==> src/rtl/jsu_pkg.sv <==
// ----------------------------------------------------------------------------
// jsu_pkg
// Shared types and codes for the JSON string unescaper: word formats,
// event and error codes, and the command word passed from parser to emitter.
// ----------------------------------------------------------------------------
package jsu_pkg;

    // Default depth of the command queue between parser and emitter
    localparam int JSU_QDEPTH = 4;

    // Result event codes
    localparam logic [1:0] EV_DATA  = 2'd0;
    localparam logic [1:0] EV_CLOSE = 2'd1;
    localparam logic [1:0] EV_ERROR = 2'd2;

    // Error codes
    localparam logic [2:0] ERR_NONE       = 3'd0;
    localparam logic [2:0] ERR_EXP_STRING = 3'd1;
    localparam logic [2:0] ERR_UNTERM     = 3'd2;
    localparam logic [2:0] ERR_BAD_ESC    = 3'd3;
    localparam logic [2:0] ERR_BAD_HEX    = 3'd4;

    // Command operations
    localparam logic [1:0] CMD_BYTE  = 2'd0;
    localparam logic [1:0] CMD_CLOSE = 2'd1;
    localparam logic [1:0] CMD_ERROR = 2'd2;
    localparam logic [1:0] CMD_CODE  = 2'd3;

    // Input word
    typedef struct packed {
        logic [7:0] in_byte;
        logic       end_of_input;
    } in_word_t;

    // Result word
    typedef struct packed {
        logic [7:0] out_byte;
        logic [1:0] event_res;
        logic [2:0] error_code;
        logic       last;
    } out_word_t;

    // Command word: one per input that yields results
    typedef struct packed {
        logic [1:0]  op;
        logic [15:0] code;
        logic [2:0]  err;
    } cmd_t;

endpackage

==> src/rtl/jsu_front.sv <==
// ----------------------------------------------------------------------------
// jsu_front
// Parser: accepts source bytes, tracks string, escape, hex and comment
// state, and pushes one command per byte that yields results.
// ----------------------------------------------------------------------------
module jsu_front (
    input  logic              aclk,
    input  logic              aresetn,
    input  logic              s_valid,
    output logic              s_ready,
    input  jsu_pkg::in_word_t s_data,
    input  logic              q_full,
    output logic              push,
    output jsu_pkg::cmd_t     push_cmd
);
    import jsu_pkg::*;

    localparam logic [2:0] M_IDLE    = 3'd0;
    localparam logic [2:0] M_SLASH   = 3'd1;
    localparam logic [2:0] M_COMMENT = 3'd2;
    localparam logic [2:0] M_STRING  = 3'd3;
    localparam logic [2:0] M_ESC     = 3'd4;
    localparam logic [2:0] M_HEX     = 3'd5;

    localparam logic [7:0] CH_SPACE  = 8'h20;
    localparam logic [7:0] CH_TAB    = 8'h09;
    localparam logic [7:0] CH_LF     = 8'h0A;
    localparam logic [7:0] CH_CR     = 8'h0D;
    localparam logic [7:0] CH_BS     = 8'h08;
    localparam logic [7:0] CH_FF     = 8'h0C;
    localparam logic [7:0] CH_QUOTE  = 8'h22;
    localparam logic [7:0] CH_SLASH  = 8'h2F;
    localparam logic [7:0] CH_BSLASH = 8'h5C;

    logic [2:0]  mode_reg,  mode_next;
    logic [1:0]  hcnt_reg,  hcnt_next;
    logic [15:0] code_reg,  code_next;

    logic        accept;
    logic        eoi;
    logic [7:0]  c;
    logic        hex_ok;
    logic [3:0]  hex_val;
    logic [15:0] code_shift;
    logic        emit;
    cmd_t        cmd;

    assign s_ready = !q_full;
    assign accept  = s_valid && s_ready;
    assign c       = s_data.in_byte;
    assign eoi     = s_data.end_of_input || (c == 8'h00);

    // Decode one hex digit, either case
    always_comb begin
        hex_ok  = 1'b1;
        hex_val = 4'd0;
        if (c >= "0" && c <= "9") begin
            hex_val = 4'(c - "0");
        end else if (c >= "a" && c <= "f") begin
            hex_val = 4'(c - "a" + 8'd10);
        end else if (c >= "A" && c <= "F") begin
            hex_val = 4'(c - "A" + 8'd10);
        end else begin
            hex_ok = 1'b0;
        end
    end

    assign code_shift = {code_reg[11:0], hex_val};

    // Classify the byte and compute next parser state
    always_comb begin
        mode_next = mode_reg;
        hcnt_next = hcnt_reg;
        code_next = code_reg;
        emit      = 1'b0;
        cmd       = '{op: CMD_ERROR, code: 16'd0, err: ERR_NONE};
        case (mode_reg)
            M_SLASH: begin
                if (!eoi && c == CH_SLASH) begin
                    mode_next = M_COMMENT;
                end else begin
                    emit      = 1'b1;
                    cmd.err   = ERR_EXP_STRING;
                    mode_next = M_IDLE;
                end
            end
            M_COMMENT: begin
                if (eoi) begin
                    emit      = 1'b1;
                    cmd.err   = ERR_EXP_STRING;
                    mode_next = M_IDLE;
                end else if (c == CH_LF) begin
                    mode_next = M_IDLE;
                end
            end
            M_STRING: begin
                if (eoi) begin
                    emit      = 1'b1;
                    cmd.err   = ERR_UNTERM;
                    mode_next = M_IDLE;
                end else if (c == CH_QUOTE) begin
                    emit      = 1'b1;
                    cmd.op    = CMD_CLOSE;
                    mode_next = M_IDLE;
                end else if (c == CH_BSLASH) begin
                    mode_next = M_ESC;
                end else begin
                    emit     = 1'b1;
                    cmd.op   = CMD_BYTE;
                    cmd.code = {8'd0, c};
                end
            end
            M_ESC: begin
                emit      = 1'b1;
                cmd.op    = CMD_BYTE;
                mode_next = M_STRING;
                case (c)
                    CH_QUOTE:  cmd.code = {8'd0, CH_QUOTE};
                    CH_BSLASH: cmd.code = {8'd0, CH_BSLASH};
                    CH_SLASH:  cmd.code = {8'd0, CH_SLASH};
                    "n":       cmd.code = {8'd0, CH_LF};
                    "t":       cmd.code = {8'd0, CH_TAB};
                    "r":       cmd.code = {8'd0, CH_CR};
                    "b":       cmd.code = {8'd0, CH_BS};
                    "f":       cmd.code = {8'd0, CH_FF};
                    "u": begin
                        emit      = 1'b0;
                        mode_next = M_HEX;
                        hcnt_next = 2'd0;
                        code_next = 16'd0;
                    end
                    default: begin
                        cmd.op    = CMD_ERROR;
                        cmd.err   = ERR_BAD_ESC;
                        mode_next = M_IDLE;
                    end
                endcase
                // end of input wins over any byte match
                if (eoi) begin
                    emit      = 1'b1;
                    cmd.op    = CMD_ERROR;
                    cmd.code  = 16'd0;
                    cmd.err   = ERR_BAD_ESC;
                    mode_next = M_IDLE;
                    hcnt_next = hcnt_reg;
                    code_next = code_reg;
                end
            end
            M_HEX: begin
                if (eoi || !hex_ok) begin
                    emit      = 1'b1;
                    cmd.err   = ERR_BAD_HEX;
                    mode_next = M_IDLE;
                end else if (hcnt_reg == 2'd3) begin
                    emit      = 1'b1;
                    cmd.op    = CMD_CODE;
                    cmd.code  = code_shift;
                    mode_next = M_STRING;
                    hcnt_next = 2'd0;
                    code_next = 16'd0;
                end else begin
                    code_next = code_shift;
                    hcnt_next = hcnt_reg + 2'd1;
                end
            end
            default: begin
                mode_next = M_IDLE;
                if (eoi) begin
                    emit    = 1'b1;
                    cmd.err = ERR_EXP_STRING;
                end else if (c == CH_SPACE || c == CH_TAB || c == CH_LF || c == CH_CR) begin
                    mode_next = M_IDLE;
                end else if (c == CH_SLASH) begin
                    mode_next = M_SLASH;
                end else if (c == CH_QUOTE) begin
                    mode_next = M_STRING;
                end else begin
                    emit    = 1'b1;
                    cmd.err = ERR_EXP_STRING;
                end
            end
        endcase
        // every error drops the escape state
        if (emit && cmd.op == CMD_ERROR) begin
            hcnt_next = 2'd0;
            code_next = 16'd0;
        end
    end

    assign push     = accept && emit;
    assign push_cmd = cmd;

    // Advance parser state on each accepted word
    always_ff @(posedge aclk) begin
        if (!aresetn) begin
            mode_reg <= M_IDLE;
            hcnt_reg <= 2'd0;
            code_reg <= 16'd0;
        end else if (accept) begin
            mode_reg <= mode_next;
            hcnt_reg <= hcnt_next;
            code_reg <= code_next;
        end
    end

endmodule

==> src/rtl/jsu_queue.sv <==
// ----------------------------------------------------------------------------
// jsu_queue
// Short command queue between parser and emitter so each side stalls on
// its own.
// ----------------------------------------------------------------------------
module jsu_queue #(
    parameter int DEPTH = jsu_pkg::JSU_QDEPTH
) (
    input  logic          aclk,
    input  logic          aresetn,
    input  logic          push,
    input  jsu_pkg::cmd_t push_cmd,
    output logic          full,
    input  logic          pop,
    output logic          head_valid,
    output jsu_pkg::cmd_t head
);
    import jsu_pkg::*;

    localparam int PW = (DEPTH > 1) ? $clog2(DEPTH) : 1;
    localparam int CW = $clog2(DEPTH + 1);

    cmd_t          mem [DEPTH];
    logic [PW-1:0] wptr_reg, wptr_next;
    logic [PW-1:0] rptr_reg, rptr_next;
    logic [CW-1:0] cnt_reg,  cnt_next;
    logic          do_push, do_pop;

    assign full       = (cnt_reg == CW'(DEPTH));
    assign head_valid = (cnt_reg != '0);
    assign head       = mem[rptr_reg];
    assign do_push    = push && !full;
    assign do_pop     = pop && head_valid;

    // Advance pointers with wrap at the queue depth
    always_comb begin
        wptr_next = wptr_reg;
        rptr_next = rptr_reg;
        cnt_next  = cnt_reg;
        if (do_push) begin
            wptr_next = (wptr_reg == PW'(DEPTH - 1)) ? '0 : wptr_reg + PW'(1);
        end
        if (do_pop) begin
            rptr_next = (rptr_reg == PW'(DEPTH - 1)) ? '0 : rptr_reg + PW'(1);
        end
        if (do_push && !do_pop) begin
            cnt_next = cnt_reg + CW'(1);
        end else if (do_pop && !do_push) begin
            cnt_next = cnt_reg - CW'(1);
        end
    end

    always_ff @(posedge aclk) begin
        if (!aresetn) begin
            wptr_reg <= '0;
            rptr_reg <= '0;
            cnt_reg  <= '0;
        end else begin
            wptr_reg <= wptr_next;
            rptr_reg <= rptr_next;
            cnt_reg  <= cnt_next;
        end
    end

    // Store the command word
    always_ff @(posedge aclk) begin
        if (do_push) begin
            mem[wptr_reg] <= push_cmd;
        end
    end

endmodule

==> src/rtl/jsu_back.sv <==
// ----------------------------------------------------------------------------
// jsu_back
// Emitter: expands each command into one to three result words and holds
// them in an output register.
// ----------------------------------------------------------------------------
module jsu_back (
    input  logic               aclk,
    input  logic               aresetn,
    input  logic               head_valid,
    input  jsu_pkg::cmd_t      head,
    output logic               pop,
    output logic               m_valid,
    input  logic               m_ready,
    output jsu_pkg::out_word_t m_data
);
    import jsu_pkg::*;

    logic [1:0] idx_reg, idx_next;
    logic       m_valid_reg, m_valid_next;
    out_word_t  m_data_reg, m_data_next;
    logic       load;
    logic [1:0] nres;
    out_word_t  res;

    assign load = head_valid && (!m_valid_reg || m_ready);

    // Build the result word for the current slot of the head command
    always_comb begin
        res  = '{out_byte: 8'd0, event_res: EV_DATA, error_code: ERR_NONE, last: 1'b0};
        nres = 2'd1;
        case (head.op)
            CMD_BYTE: begin
                res.out_byte = head.code[7:0];
            end
            CMD_CLOSE: begin
                res.event_res = EV_CLOSE;
            end
            CMD_ERROR: begin
                res.event_res  = EV_ERROR;
                res.error_code = head.err;
            end
            default: begin
                if (head.code <= 16'h007F) begin
                    nres = 2'd1;
                end else if (head.code <= 16'h07FF) begin
                    nres = 2'd2;
                end else begin
                    nres = 2'd3;
                end
                case (idx_reg)
                    2'd0: begin
                        if (nres == 2'd1) begin
                            res.out_byte = head.code[7:0];
                        end else if (nres == 2'd2) begin
                            res.out_byte = 8'hC0 | {3'd0, head.code[10:6]};
                        end else begin
                            res.out_byte = 8'hE0 | {4'd0, head.code[15:12]};
                        end
                    end
                    2'd1: begin
                        if (nres == 2'd2) begin
                            res.out_byte = 8'h80 | {2'd0, head.code[5:0]};
                        end else begin
                            res.out_byte = 8'h80 | {2'd0, head.code[11:6]};
                        end
                    end
                    default: begin
                        res.out_byte = 8'h80 | {2'd0, head.code[5:0]};
                    end
                endcase
            end
        endcase
        res.last = (idx_reg == nres - 2'd1);
    end

    assign pop = load && res.last;

    // Advance slot index, hold output until taken
    always_comb begin
        idx_next     = idx_reg;
        m_valid_next = m_valid_reg;
        m_data_next  = m_data_reg;
        if (load) begin
            m_valid_next = 1'b1;
            m_data_next  = res;
            idx_next     = res.last ? 2'd0 : idx_reg + 2'd1;
        end else if (m_ready) begin
            m_valid_next = 1'b0;
        end
    end

    always_ff @(posedge aclk) begin
        if (!aresetn) begin
            idx_reg     <= 2'd0;
            m_valid_reg <= 1'b0;
        end else begin
            idx_reg     <= idx_next;
            m_valid_reg <= m_valid_next;
        end
    end

    always_ff @(posedge aclk) begin
        m_data_reg <= m_data_next;
    end

    assign m_valid = m_valid_reg;
    assign m_data  = m_data_reg;

endmodule

==> src/rtl/json_string_unescape_utf8_top.sv <==
// ----------------------------------------------------------------------------
// json_string_unescape_utf8_top
// Streaming JSON string unescaper: source bytes in, decoded UTF-8 bytes,
// close and error events out.
//
//   Channel | Ports              | Word
//   --------+--------------------+---------------------------------------
//   input   | s_valid/s_ready    | s_data: in_byte, end_of_input
//   result  | m_valid/m_ready    | m_data: out_byte, event_res,
//           |                    |         error_code, last
//
// One input word per cycle while the queue has room, each giving 0 to 3
// result words; the emitter sends one per cycle while m_ready is high, so
// a \u escape above 0x7F holds it for two or three bytes. The queue
// (QDEPTH entries) absorbs those bursts ahead of the output register;
// input stalls only while it is full. Reset is synchronous, active low,
// and returns the parser to idle between strings with the queue empty.
// ----------------------------------------------------------------------------
module json_string_unescape_utf8_top #(
    parameter int QDEPTH = jsu_pkg::JSU_QDEPTH
) (
    input  logic               aclk,
    input  logic               aresetn,
    input  logic               s_valid,
    output logic               s_ready,
    input  jsu_pkg::in_word_t  s_data,
    output logic               m_valid,
    input  logic               m_ready,
    output jsu_pkg::out_word_t m_data
);
    import jsu_pkg::*;

    logic q_full;
    logic push;
    cmd_t push_cmd;
    logic pop;
    logic head_valid;
    cmd_t head;

    jsu_front u_front (
        .aclk     (aclk),
        .aresetn  (aresetn),
        .s_valid  (s_valid),
        .s_ready  (s_ready),
        .s_data   (s_data),
        .q_full   (q_full),
        .push     (push),
        .push_cmd (push_cmd)
    );

    jsu_queue #(
        .DEPTH (QDEPTH)
    ) u_queue (
        .aclk       (aclk),
        .aresetn    (aresetn),
        .push       (push),
        .push_cmd   (push_cmd),
        .full       (q_full),
        .pop        (pop),
        .head_valid (head_valid),
        .head       (head)
    );

    jsu_back u_back (
        .aclk       (aclk),
        .aresetn    (aresetn),
        .head_valid (head_valid),
        .head       (head),
        .pop        (pop),
        .m_valid    (m_valid),
        .m_ready    (m_ready),
        .m_data     (m_data)
    );

`ifndef NO_ASSERTIONS
    // Output register is empty right after reset
    a_reset_empty: assert property (@(posedge aclk)
        !aresetn |=> !m_valid)
        else $error("result valid right after reset");

    // Error and close events are single-word results
    a_event_last: assert property (@(posedge aclk) disable iff (!aresetn)
        m_valid && (m_data.event_res == EV_ERROR || m_data.event_res == EV_CLOSE)
        |-> m_data.last && m_data.out_byte == 8'd0)
        else $error("error or close word not marked last or carries a byte");

    // Error code is set exactly on error events
    a_err_code: assert property (@(posedge aclk) disable iff (!aresetn)
        m_valid |-> ((m_data.event_res == EV_ERROR) == (m_data.error_code != ERR_NONE)))
        else $error("error code does not match event");

    // Input stalls only when the command queue is full
    a_ready_full: assert property (@(posedge aclk) disable iff (!aresetn)
        !s_ready |-> q_full && !push)
        else $error("input stalled with room in the queue");
`endif

endmodule

==> config.mk <==
export PLATFORM = sky130hd
export DESIGN_NAME = json_string_unescape_utf8_top
export DESIGN_NICKNAME = d
export VERILOG_FILES = /design/src/rtl/jsu_pkg.sv /design/src/rtl/jsu_front.sv /design/src/rtl/jsu_queue.sv /design/src/rtl/jsu_back.sv /design/src/rtl/json_string_unescape_utf8_top.sv
export SDC_FILE = /design/constraint.sdc
export NUM_CORES = 1
export LEC_CHECK = 0
export BUFFER_PORTS_ARGS = -buffer_cell sky130_fd_sc_hd__clkbuf_2
export CORE_MARGIN = 4
export CORE_UTILIZATION = 55
export DETAILED_ROUTE_END_ITERATION = 12
export HOLD_SLACK_MARGIN = 0.02
export PLACE_DENSITY = 0.75
export SETUP_SLACK_MARGIN = 0.3
export SKIP_LAST_GASP = 1
export SYNTH_ARGS = -nofsm -noshare
export SYNTH_HDL_FRONTEND = slang
export SYNTH_SLANG_ARGS = --single-unit
export TNS_END_PERCENT = 50
==> constraint.sdc <==
create_clock -name aclk -period 5 [get_ports aclk]
set_input_delay 1.5 -clock aclk [delete_from_list [all_inputs] [get_ports aclk]]
set_output_delay 1.5 -clock aclk [all_outputs]
set_load 0.01 [all_outputs]
## After elaboration in Yosys (flattened, before gate mapping)

Memory sizes are Yosys's and may differ from the RTL's. A register that Yosys moved wholly into a read port is not among the register bits.
Index checks and enable logic that the tools add are counted.

- Add/sub/neg operators: 12
- $lt $le $gt $ge: 8
- Equality and inequality tests: 35
- Mux-type cells: 88
- Reduce and logical (&&, ||, !) cells: 38

Operators by type and width:

| cell | number |
|---|---|
| $mux W12 | 5 |
| $eq A8 B7 Y1 const B | 7 |
| $pmux W7 S8 | 1 |
| $mux W18 | 3 |
| $pmux W18 S3 | 1 |
| $mux W3 | 17 |
| $mux W2 | 19 |
| $pmux W8 S2 | 2 |
| $pmux W3 S5 | 2 |
| $eq A8 B4 Y1 const B | 3 |
| $eq A8 B6 Y1 const B | 3 |
| $mux W1 | 24 |
| $pmux W12 S2 | 1 |
| $mux W21 | 1 |
| $mux W17 | 1 |
| $ge A8 B7 Y1 const B | 2 |
| $le A16 B11 Y1 const B | 1 |
| $le A16 B7 Y1 const B | 1 |
| $le A8 B7 Y1 const B | 2 |
| $mux W16 | 1 |
| $logic_and A1 B1 Y1 | 13 |
| $eq A2 B2 Y1 const B | 6 |
| $mux W4 | 3 |
| $mux W6 | 2 |
| other kinds (33) | 60 |

- Register bits after elaboration: 41
- Bits in writable memories: 84
- Input port bits: 13
- Memories kept: 1

Memory list:

| name | words | width | read ports | clocked after memory_dff | wr ports | RTL line | text |
|---|---|---|---|---|---|---|---|
| u_queue.mem | 4 | 21 | 1 | 1 | 1 | jsu_queue.sv:23 | `cmd_t mem [DEPTH];` |

## Longest topological paths before layout

Gate-level depths: netlist of the first run.

- Depth in word-level cells: 15
- Mapped depth: 14
- Gate-level depth less buffers: 13

## By module

Synthesis of the first run repeated with hierarchy kept, for this count alone.

- Cell total of the unflattened synthesis: 522
- Area, all modules: 6,384.9 sq um

By module, submodules not included:

| module | times used | cells each | area an instance (sq um) | sequential area each (sq um) |
|---|---|---|---|---|
| jsu_queue | 1 | 160 | 3,560.9 | 2,702.6 |
| jsu_front | 1 | 258 | 1,790.5 | 340.3 |
| jsu_back | 1 | 104 | 1,033.5 | 480.5 |

## Least setup slack after synthesis of the first run

OpenSTA, ideal clock, no wires.

- Path type: input to register
- From: input port s_data[2] (netlist bit)
- To: register u_queue.cnt_reg[2]
- Library setup time: 0.076 ns
- Arrival: 4.395 ns
- Required time: 4.924 ns
- Path slack: 0.530 ns
- Stages: 14
- Buffers on the path: 1
- Cells stage by stage: inv_1 -> ha_1 -> or4b_1 -> o2111ai_1 -> and3_1 -> buf_2 -> a2111oi_2 -> nor3_2 -> ha_1 -> inv_1 -> fa_1 -> xor2_1 -> or3_1 -> a21boi_0

- Word-level cells in the longest chain between the ends: 14
- Elaborated cells on any way between the ends: 49

RTL lines:

| item | RTL line | text |
|---|---|---|
| from (decl) | json_string_unescape_utf8_top.sv:26 | `input jsu_pkg::in_word_t s_data,` |
| $ge A8 B7 Y1 or $le A8 B7 Y1 (tied branches) | jsu_front.sv:61 | `end else if (c >= "A" && c <= "F") begin` |
| $logic_and A1 B1 Y1 | jsu_front.sv:61 |  |
| $mux W1 | jsu_front.sv:61 |  |
| $mux W1 | jsu_front.sv:59 | `end else if (c >= "a" && c <= "f") begin` |
| $mux W1 | jsu_front.sv:57 | `if (c >= "0" && c <= "9") begin` |
| $logic_not A1 Y1 | jsu_front.sv:150 | `if (eoi \|\| !hex_ok) begin` |
| $logic_or A1 B1 Y1 | jsu_front.sv:150 |  |
| $mux W1 | jsu_front.sv:150 |  |
| $pmux W1 S5 * | jsu_front.sv:77 | `case (mode_reg)` |
| $logic_and A1 B1 Y1 * | jsu_front.sv:190 | `assign push = accept && emit;` |
| $logic_and A1 B1 Y1 * | jsu_queue.sv:32 | `assign do_push = push && !full;` |
| named net u_queue.do_push | jsu_queue.sv:27 | `logic do_push, do_pop;` |
| $logic_not A1 Y1 | jsu_queue.sv:48 | `end else if (do_pop && !do_push) begin` |
| $logic_and A1 B1 Y1 | jsu_queue.sv:48 |  |
| $reduce_bool A2 Y1 (no source line) | - |  |
| to (signal assigned) | jsu_queue.sv:61 | `cnt_reg <= cnt_next;` |
| to (decl) | jsu_queue.sv:26 | `logic [CW-1:0] cnt_reg, cnt_next;` |

Mark *: on every way through the listed nets, which the timed path passes. The rest lies on a longest branch.
A chain may end at the register's enable or synchronous reset.

## Worst setup path after layout of the first run

Same ends and word-level chain as after synthesis.

==> results of run 1 <==
[metal layers]
layer,wire (um),track usage
met5,0,0
met4,346,0.07981
met3,913,0.06131
met2,7347,0.3931
met1,6117,0.3045
[through the flow]
step / cells / setup WS [ns] / utilization / cell area (sq um) / power (W)
2_1_floorplan: 509 / 0.5297 / - / 6261 / 0.002099
3_3_place_gp: 666 / 0.2913 / 0.5985 / 6574 / 0.002348
3_5_place_dp: 666 / 0.1193 / 0.5985 / 6574 / 0.002384
4_1_cts: 698 / 0.5342 / 0.6529 / 7171 / 0.003615
5_1_grt: 698 / 0.3019 / 0.6529 / 7171 / 0.003774
6_report: 698 / 0.5099 / 0.6529 / 7171 / 0.003604
[synth_stat cells (all sizes together), types with 5 or more instances]
cell type / number
mux2i: 6
a2bb2oi: 12
ha: 14
and3: 7
nand3: 11
nor3: 8
clkbuf: 15
o21ai: 36
nor2b: 12
nand2: 60
nor3b: 5
mux4: 21
inv: 17
dfxtp: 29
nor4: 7
a221o: 5
a21oi: 16
edfxtp: 98
a31oi: 6
nor2: 24
buf: 10
and2: 18
[final timing paths]
| check | start | endpoint | slack [ns] | cells after the start |
|---|---|---|---|---|
| worst min-delay path | u_front.code_reg[11] | u_front.code_reg[11] | 0.49 | 2 |
| worst max-delay path | s_data[2] | u_queue.cnt_reg[2] | 0.51 | 14 |
| worst max register to register | flop | u_queue.cnt_reg[2] | 0.68 | 13 |
| worst min register to register | u_front.code_reg[11] | u_front.code_reg[11] | 0.49 | 2 |
[critical path, stage by stage]
cell       delay, ns
clkbuf_2        0.16
inv_1           0.10
ha_1            0.25
or4b_1          0.55
o2111ai_1       0.17
and3_1          0.38
a2111oi_2       0.08
nor3_2          0.21
ha_1            0.22
inv_1           0.07
fa_1            0.44
xor2_1          0.18
or3_1           0.30
a21boi_0        0.19
[cell families (layout without fill, tap and decap cells)]
family          Yosys count  after routing  share of synthesized area
mux                      27             27                    0.08633
flops                   127            127                     0.5627
fa+ha+maj                15             15                    0.03118
xor+xnor                  3              3                   0.004197
compound gates          115            115                     0.1289
buf+inv                  42             91                    0.02798
simple gates            180            180                     0.1587
[power by group through the flow]
| stage | Sequential (W) | Clock, W | Combinational (W) |
|---|---|---|---|
| 6_report | 0.00142 | 0.00122 | 0.000957 |
| 5_1_grt | 0.00144 | 0.00129 | 0.00104 |
| 3_3_place_gp | 0.00143 | 0 | 0.000919 |
| 4_1_cts | 0.00143 | 0.00123 | 0.000958 |
| 2_1_floorplan | 0.00144 | 0 | 0.000662 |
| 3_5_place_dp | 0.00144 | 0 | 0.000943 |
[final cells by class]
cell class	count	area, sq um
Tap cell	140	175.2
Multi-Input combinational cell	340	2566
Fill cell	794	3812
Inverter	17	63.81
Clock buffer	23	488.0
Timing Repair Buffer	42	245.2
Clock inverter	9	108.9
Sequential cell	127	3523
==> flow_summary_export.csv, run 1 <==
group,metric,value,unit
setup_path,startpoint_type,"input port",
worst_hold_path,min_path_type,"reg -> reg",
cells_and_area,area_growth,14.53,%
power_and_ir_drop,p_int,0.002521,W
power_and_ir_drop,pwr-share-clk,0.339,
cts,cts_tree,"done",
power_and_ir_drop,power_frac_seq,0.395,
sta,final.setup.tns,0,ns
setup_path,endpoint_kind,"flop",
floorplanning,die_area,0.01315,sq mm
global_route,grt_pass1_vias,4357,
cells_and_area,largest_reg_flops,84,
power_and_ir_drop,switching_share,0.3005,
logic_synthesis,syn-cell-area,0.006261,sq mm
job,drv_cap,0,
setup_path,worstPathArrival,4.81,ns
cts,cts_buffers,17,
sta,post-route-period-util,0.8980,
logic_synthesis,synthArstFlopShare,0,
sta,hold_violations,0,
cts,htreeDepth,4,
global_route,antenna_found_initial,0,
cells_and_area,final_nets,573,
logic_synthesis,synth_warnings,0,
sta,slew_headroom,0.4152,
placement,portBuffers,28,
sta,rsz0062_at_grt,"false",
setup_path,cp_max_fo,7,
placement,dp_hpwl,9886,um
route,initialDrtViolationCount,480,
power_and_ir_drop,p_per_area,502.6,mW/mm^2
floorplanning,rows,38,
logic_synthesis,synth_seq_cells,127,
setup_path,worstPathRequired,5.32,ns
cts,post_cts_buffers,0,
route,drt_pass1_iterations,6,
cts,clk_path_buf_depth,2,
floorplanning,start_util,0.5701,
sta,worst_slew_pin_slew,0.8713,ns
sta,fin_crit,4.490,ns
logic_synthesis,synth.top_cell.area_share,0.4700,
route,num_vias,4392,
logic_synthesis,synthTopCellsByArea,"edfxtp_1, dfxtp_1, mux4_2",
cts,clock_latency,0.41,ns
cts,cts-root-buf,"clkbuf_16",
sta,setup_viol,0,
route,avgViaCountPerCell,6.292,
cts,clkSinkCount,127,
cells_and_area,diodes,0,
floorplanning,core,0.01098,sq mm
cells_and_area,final_common_cell,"edfxtp_1",
power_and_ir_drop,p_leak,2.638,nW
floorplanning,chipWidth,114.7,um
route,drt_wl_total,14730,um
logic_synthesis,synth_cell_types,74,
setup_path,critPathKind,"in -> reg",
global_route,grtUsageTotal,0.2370,
sta,finClkSkew,0.009748,ns
logic_synthesis,netlist_instances,509,
floorplanning,ios,29,
route,drc,0,
global_route,grt_pass1_wl,23550,um
power_and_ir_drop,switching_power,0.001083,W
sta,finalMaxSlewViolations,0,
cells_and_area,layout-drive-gt1-share,0.1989,
power_and_ir_drop,peakVddDrop,382.9,uV
logic_synthesis,synth_top_area_cell,"edfxtp_1",
cells_and_area,mostFrequentLayoutCells,"edfxtp_1, nand2_1, dfxtp_1",
route,ant_nets,0,
power_and_ir_drop,comb_power_share,0.266,
cts,path_clk_slew,0.05,ns
logic_synthesis,synth_edf_count,98,
global_route,grt_max_degree,32,
logic_synthesis,synth_seq_area_share,0.5627,
floorplanning,dieHeight,114.7,um
cts,hold_buffers,0,
logic_synthesis,ys.flop_type,"edfxtp_1",
route,routedWlPerCell,21.10,um
run_status,status,"finished clean",
logic_synthesis,syn_nets,537,
sta,fmax,222.7,MHz
placement,gp_congestion,0.8464,
cts,ctsResizeCount,0,
sta,hold-worst-slack,0.4899,ns
logic_synthesis,avgSynthCellArea,12.30,sq um
global_route,grt_overflow_total,0,
Note: power is estimated with default switching activity, not from simulation.
==> run 2, diff against run 1 <==
--- a/config.mk
+++ b/config.mk
@@ -10,7 +10,7 @@
 export CORE_UTILIZATION = 55
 export DETAILED_ROUTE_END_ITERATION = 12
 export HOLD_SLACK_MARGIN = 0.02
-export PLACE_DENSITY = 0.75
+export PLACE_DENSITY = 0.77
 export SETUP_SLACK_MARGIN = 0.3
 export SKIP_LAST_GASP = 1
 export SYNTH_ARGS = -nofsm -noshare
==> constraint.sdc (replaced) <==
create_clock -name aclk -period 3.8 [get_ports aclk]
set_input_delay 1.14 -clock aclk [delete_from_list [all_inputs] [get_ports aclk]]
set_output_delay 1.14 -clock aclk [all_outputs]
set_load 0.01 [all_outputs]
==> flow_summary_export.csv, run 2 (synthesized netlist as in run 1, its figures left out) <==
group,metric,value,unit
sta,finClkSkew,0.01004,ns
floorplanning,rows,38,
global_route,grt_max_degree,32,
cells_and_area,area_growth,21.28,%
global_route,grt_pass1_vias,4664,
sta,post-route-period-util,0.9145,
floorplanning,chipWidth,114.7,um
cells_and_area,largest_reg_flops,84,
route,initialDrtViolationCount,496,
cts,cts-root-buf,"clkbuf_16",
sta,setup_viol,0,
global_route,grtUsageTotal,0.2400,
cells_and_area,diodes,0,
cts,hold_buffers,0,
global_route,grt_pass1_wl,23910,um
power_and_ir_drop,switching_power,0.001463,W
route,wirelength_met1,5925,um
cells_and_area,ff_latch_area,0.003528,sq mm
route,num_vias,4584,
route,drt_wl_total,15080,um
sta,finalMaxSlewViolations,0,
sta,fin_crit,3.475,ns
route,drt_pass1_iterations,7,
sta,fmax,287.8,MHz
cts,path_clk_slew,0.06,ns
power_and_ir_drop,pwr-share-clk,0.314,
cts,htreeDepth,4,
power_and_ir_drop,switching_share,0.3103,
route,routed.top_layer,"met4",
floorplanning,core,0.01098,sq mm
power_and_ir_drop,p_leak,2.824,nW
setup_path,cpPeakStageDelay,0.55,ns
power_and_ir_drop,comb_power_share,0.290,
cells_and_area,mostFrequentLayoutCells,"edfxtp_1, nand2_1, buf_4",
setup_path,cp_max_fo,3,
floorplanning,start_util,0.5701,
route,wl_met2,7669,um
floorplanning,die_area,0.01315,sq mm
setup_path,worstPathArrival,3.82,ns
placement,portBuffers,28,
sta,hold_violations,0,
global_route,antenna_found_initial,0,
job,drv_cap,0,
setup_path,slowest_stage,"or4b_4",
power_and_ir_drop,peakVddDrop,394.9,uV
setup_path,worstPathRequired,4.15,ns
placement,dp_hpwl,10280,um
cts,clock_latency,0.41,ns
cts,cts_tree,"done",
placement,gp_congestion,0.9393,
cts,clk_path_buf_depth,2,
route,wl_met3,932,um
sta,rsz0062_at_grt,"true",
power_and_ir_drop,p_int,0.003251,W
power_and_ir_drop,p_per_area,620.8,mW/mm^2
worst_hold_path,min_path_type,"reg -> reg",
setup_path,critPathKind,"in -> reg",
cts,clkSinkCount,127,
sta,slew_headroom,0.4059,
power_and_ir_drop,power,0.004714,W
setup_path,crit_top_cell,"buf_4",
cells_and_area,final_common_cell,"edfxtp_1",
run_status,status,"finished clean",
route,avgViaCountPerCell,6.237,
floorplanning,dieHeight,114.7,um
route,drc,0,
setup_path,startpoint_type,"input port",
setup_path,endpoint_kind,"flop",
global_route,grt_overflow_total,0,
sta,worst_slew_pin_slew,0.8686,ns
cells_and_area,layout-drive-gt1-share,0.2874,
floorplanning,ios,29,
cells_and_area,final_core_util,0.6914,
route,routedWlPerCell,20.52,um
power_and_ir_drop,power_frac_seq,0.396,
cts,cts_buffers,17,
setup_path,path_cells,"buf_4 -> buf_4 -> ha_4 -> or4b_4 -> o2111ai_2 -> and3_4 -> a2111oi_4 -> nor3_4 -> ha_2 -> inv_2 -> fa_2 -> xor2_1 -> or3_1 -> a21boi_1",
cells_and_area,fillCellCount,755,
cells_and_area,multiInputGateArea,0.002690,sq mm
route,ant_nets,0,
cells_and_area,final_nets,610,
==> run 2: cell types whose count changed in the layout (fill, tap and decap cells not counted), sizes merged <==
cell,change
buf,+39
clkbuf,-8
clkinv,+8
bufinv,-1
inv,-1
==> run 2: per-layer routing <==
layer / GRT usage / vias to the layer above
met4: 0.1080 / 0
met3: 0.06237 / 45
li1: - / 2108
met5: 0 / -
met2: 0.4086 / 197
met1: 0.2864 / 2234
==> run 2: layout make-up <==
class,instances,area share
Sequential cell,127,0.4647
Multi-Input combinational cell,340,0.3543
Timing Repair Buffer,79,0.07645
Clock buffer,17,0.05602
Tap cell,140,0.02307
Clock inverter,15,0.01615
Inverter,17,0.009392
==> run 2: through the flow <==
step	setup TNS (ns)	setup slack (ns)	cells	hold WS (ns)	instance area, sq um
finish	0	0.3251	735	0.4844	7594
CTS	0	0.3119	730	0.4906	7506
detailed placement	-1.179	-0.1618	698	0.4767	6943
global placement	-0.1342	-0.1126	698	0.4619	6943
global route	0	0.2601	735	0.5107	7594
floorplan	-0.04029	-0.04029	509	0.4476	6359
==> run 2: worst max-delay path: cells and delay by family <==
kind / cells / cell delay, ns
AND/OR/NAND/NOR: 4 / 1.25
adder cells (fa/ha/maj): 3 / 0.69
buffers and inverters: 3 / 0.32
AO/OA/AOI/OAI: 3 / 0.25
XOR/XNOR: 1 / 0.15
==> run 2: timing repair <==
item | CTS | global route
endpoints found under the setup margin | 2 | 11
resized for setup | 3 | 18
buffers inserted | 0 | 5
pin swaps | 0 | 4
==> run 2: final timing paths <==
path	start	endpoint	slack, ns	cells after the start
worst max register to register	flop	u_queue.cnt_reg[2]	0.41	13
worst min register to register	u_front.hcnt_reg[0]	u_front.hcnt_reg[0]	0.48	1
worst min-delay path	u_front.hcnt_reg[0]	u_front.hcnt_reg[0]	0.48	1
worst max-delay path	s_data[1]	u_queue.cnt_reg[2]	0.33	14
==> run 2: power by group through the flow <==
stage | combinational, W | clock [W] | sequential, W
3_3_place_gp | 0.00128 | 0 | 0.00187
2_1_floorplan | 0.000887 | 0 | 0.00189
4_1_cts | 0.00134 | 0.00150 | 0.00187
3_5_place_dp | 0.00131 | 0 | 0.00189
6_report | 0.00137 | 0.00148 | 0.00187
5_1_grt | 0.00148 | 0.00157 | 0.00188
==> run 3, diff against run 2 <==
--- a/config.mk
+++ b/config.mk
@@ -6,11 +6,12 @@
 export NUM_CORES = 1
 export LEC_CHECK = 0
 export BUFFER_PORTS_ARGS = -buffer_cell sky130_fd_sc_hd__clkbuf_2
+export CORE_ASPECT_RATIO = 1.2
 export CORE_MARGIN = 4
 export CORE_UTILIZATION = 55
 export DETAILED_ROUTE_END_ITERATION = 12
 export HOLD_SLACK_MARGIN = 0.02
-export PLACE_DENSITY = 0.77
+export PLACE_DENSITY = 0.75
 export SETUP_SLACK_MARGIN = 0.3
 export SKIP_LAST_GASP = 1
 export SYNTH_ARGS = -nofsm -noshare
==> constraint.sdc (replaced) <==
create_clock -name aclk -period 4.2 [get_ports aclk]
set_input_delay 1.26 -clock aclk [delete_from_list [all_inputs] [get_ports aclk]]
set_output_delay 1.26 -clock aclk [all_outputs]
set_load 0.01 [all_outputs]
==> flow_summary_export.csv, run 3 (synthesized netlist as in run 1, its figures left out) <==
group,metric,value,unit
placement,portBuffers,28,
setup_path,worstPathArrival,4.14,ns
placement,placed_cells,693,
run_status,status,"finished clean",
sta,fin_crit,3.808,ns
route,ant_nets,0,
global_route,busiest_layer,"met2",
floorplanning,ios,29,
cells_and_area,layout-drive-gt1-share,0.2325,
placement,dp_hpwl,10060,um
route,drt_pass1_iterations,5,
sta,worst_slew_pin_slew,0.7337,ns
power_and_ir_drop,p_leak,2.689,nW
cts,clock_latency,0.40,ns
cts,hold_buffers,0,
cts,clkSinkCount,127,
setup_path,critPathKind,"in -> reg",
sta,final.setup.tns,0,ns
cells_and_area,fillCellCount,775,
route,avgViaCountPerCell,6.061,
floorplanning,rows,42,
cts,clk_path_buf_depth,2,
global_route,met1_usage,0.2674,
global_route,grt_overflow_total,0,
sta,slew_headroom,0.4982,
sta,finClkSkew,0.01147,ns
setup_path,startpoint_type,"input port",
setup_path,path_cells,"clkbuf_2 -> clkinvlp_4 -> ha_4 -> nor2b_1 -> o211ai_1 -> o2111ai_1 -> a41o_1 -> nor3_4 -> ha_2 -> inv_2 -> fa_2 -> xor2_1 -> or3_1 -> a21boi_1",
placement,gp_congestion,0.9780,
cts,cts_tree,"done",
floorplanning,chipWidth,105.4,um
floorplanning,core,0.01109,sq mm
setup_path,cpPeakStageDelay,0.33,ns
setup_path,worstPathRequired,4.53,ns
global_route,grtUsageMet2,0.3758,
floorplanning,die_area,0.01316,sq mm
cts,htreeDepth,4,
cts,path_clk_slew,0.05,ns
worst_hold_path,min_path_type,"reg -> reg",
cells_and_area,area_growth,17.13,%
global_route,grt_max_degree,32,
cts,cts_buffers,17,
route,drc,0,
global_route,antenna_found_initial,0,
setup_path,slowest_stage,"fa_2",
global_route,grt_util_met3,0.04147,
route,drt_wl_total,14040,um
cells_and_area,largest_reg_flops,84,
route,routedWlPerCell,19.34,um
sta,hold_violations,0,
setup_path,critical_path.top_delay_family,"compound AO/OA/AOI/OAI gates",
cells_and_area,diodes,0,
sta,setup_viol,0,
cells_and_area,final_common_cell,"edfxtp_1",
sta,post-route-period-util,0.9066,
route,num_vias,4400,
cells_and_area,ff_latch_area,0.003525,sq mm
global_route,grt_pass1_wl,22180,um
route,initialDrtViolationCount,275,
sta,rsz0062_at_grt,"false",
cells_and_area,multiInputGateArea,0.002638,sq mm
cells_and_area,final_nets,588,
job,drv_cap,0,
power_and_ir_drop,p_per_area,570.8,mW/mm^2
power_and_ir_drop,peakVddDrop,392.5,uV
cts,cts-root-buf,"clkbuf_16",
setup_path,endpoint_kind,"flop",
sta,finalMaxSlewViolations,0,
global_route,grt_pass1_vias,4382,
sta,fmax,262.6,MHz
setup_path,path_buf_inv,3,
floorplanning,dieHeight,124.9,um
global_route,grtUsageTotal,0.2183,
cells_and_area,instances_no_fill,726,
setup_path,cp_max_fo,6,
floorplanning,start_util,0.5647,
cells_and_area,mostFrequentLayoutCells,"edfxtp_1, nand2_1, buf_4",
## run 3: final cells by class
class                   instances  share of cell area
clock buffers                  23             0.06245
clock inverters                 8             0.01246
inverters                      17            0.009725
multi-input cells             340              0.3597
flip-flops and latches        127              0.4806
well taps                     154             0.02628
repair buffers                 57             0.04880
## run 3: per-layer routing
metal  vias up  wire length [um]
met5         -                 0
met4         0               389
met3        28               619
met2       151              7241
met1      2162              5791
li1       2059                 -
## run 3: timing repair
item                       4_1_cts  5_1_grt
setup endpoints to repair        0        1
gates resized for setup          0        1
setup buffers                    0        2
## run 3: power by group
group,total (W),switching [W],internal (W)
combinational,0.00116,0.000654,0.000501
sequential,0.00168,0.0000897,0.00159
clock,0.00135,0.000475,0.000878
total,0.00419,0.00122,0.00297
## run 3: final timing paths
kind	start	endpoint	slack, ns	depth (start not counted)
setup reg to reg	flop	u_queue.cnt_reg[2]	0.47	12
hold / removal	u_front.code_reg[9]	u_front.code_reg[9]	0.49	2
setup / recovery	s_data[1]	u_queue.cnt_reg[2]	0.39	14
hold reg to reg	u_front.code_reg[9]	u_front.code_reg[9]	0.49	2
## run 3: worst reg2reg max path, stage by stage, from the launching register on
cell,delay (ns)
dfxtp_2,0.43
mux4_1,0.66
or4_4,0.58
nor2_2,0.25
nor4_1,0.10
a311o_4,0.36
nand2_4,0.12
ha_2,0.21
inv_2,0.04
fa_2,0.33
xor2_1,0.15
or3_1,0.31
a21boi_1,0.12
## run 3: per-stage QoR
step	util	setup slack [ns]	hold slack [ns]	total power, W	instance area, sq um
6_report	0.6614	0.3922	0.4918	0.004186	7333
4_1_cts	0.6599	0.3247	0.4854	0.004215	7317
5_1_grt	0.6614	0.3239	0.5089	0.004401	7333
3_5_place_dp	0.6104	-0.009840	0.4773	0.002853	6768
3_3_place_gp	0.6104	0.1428	0.4677	0.002818	6768
2_1_floorplan	-	0.2394	0.4476	0.002513	6346
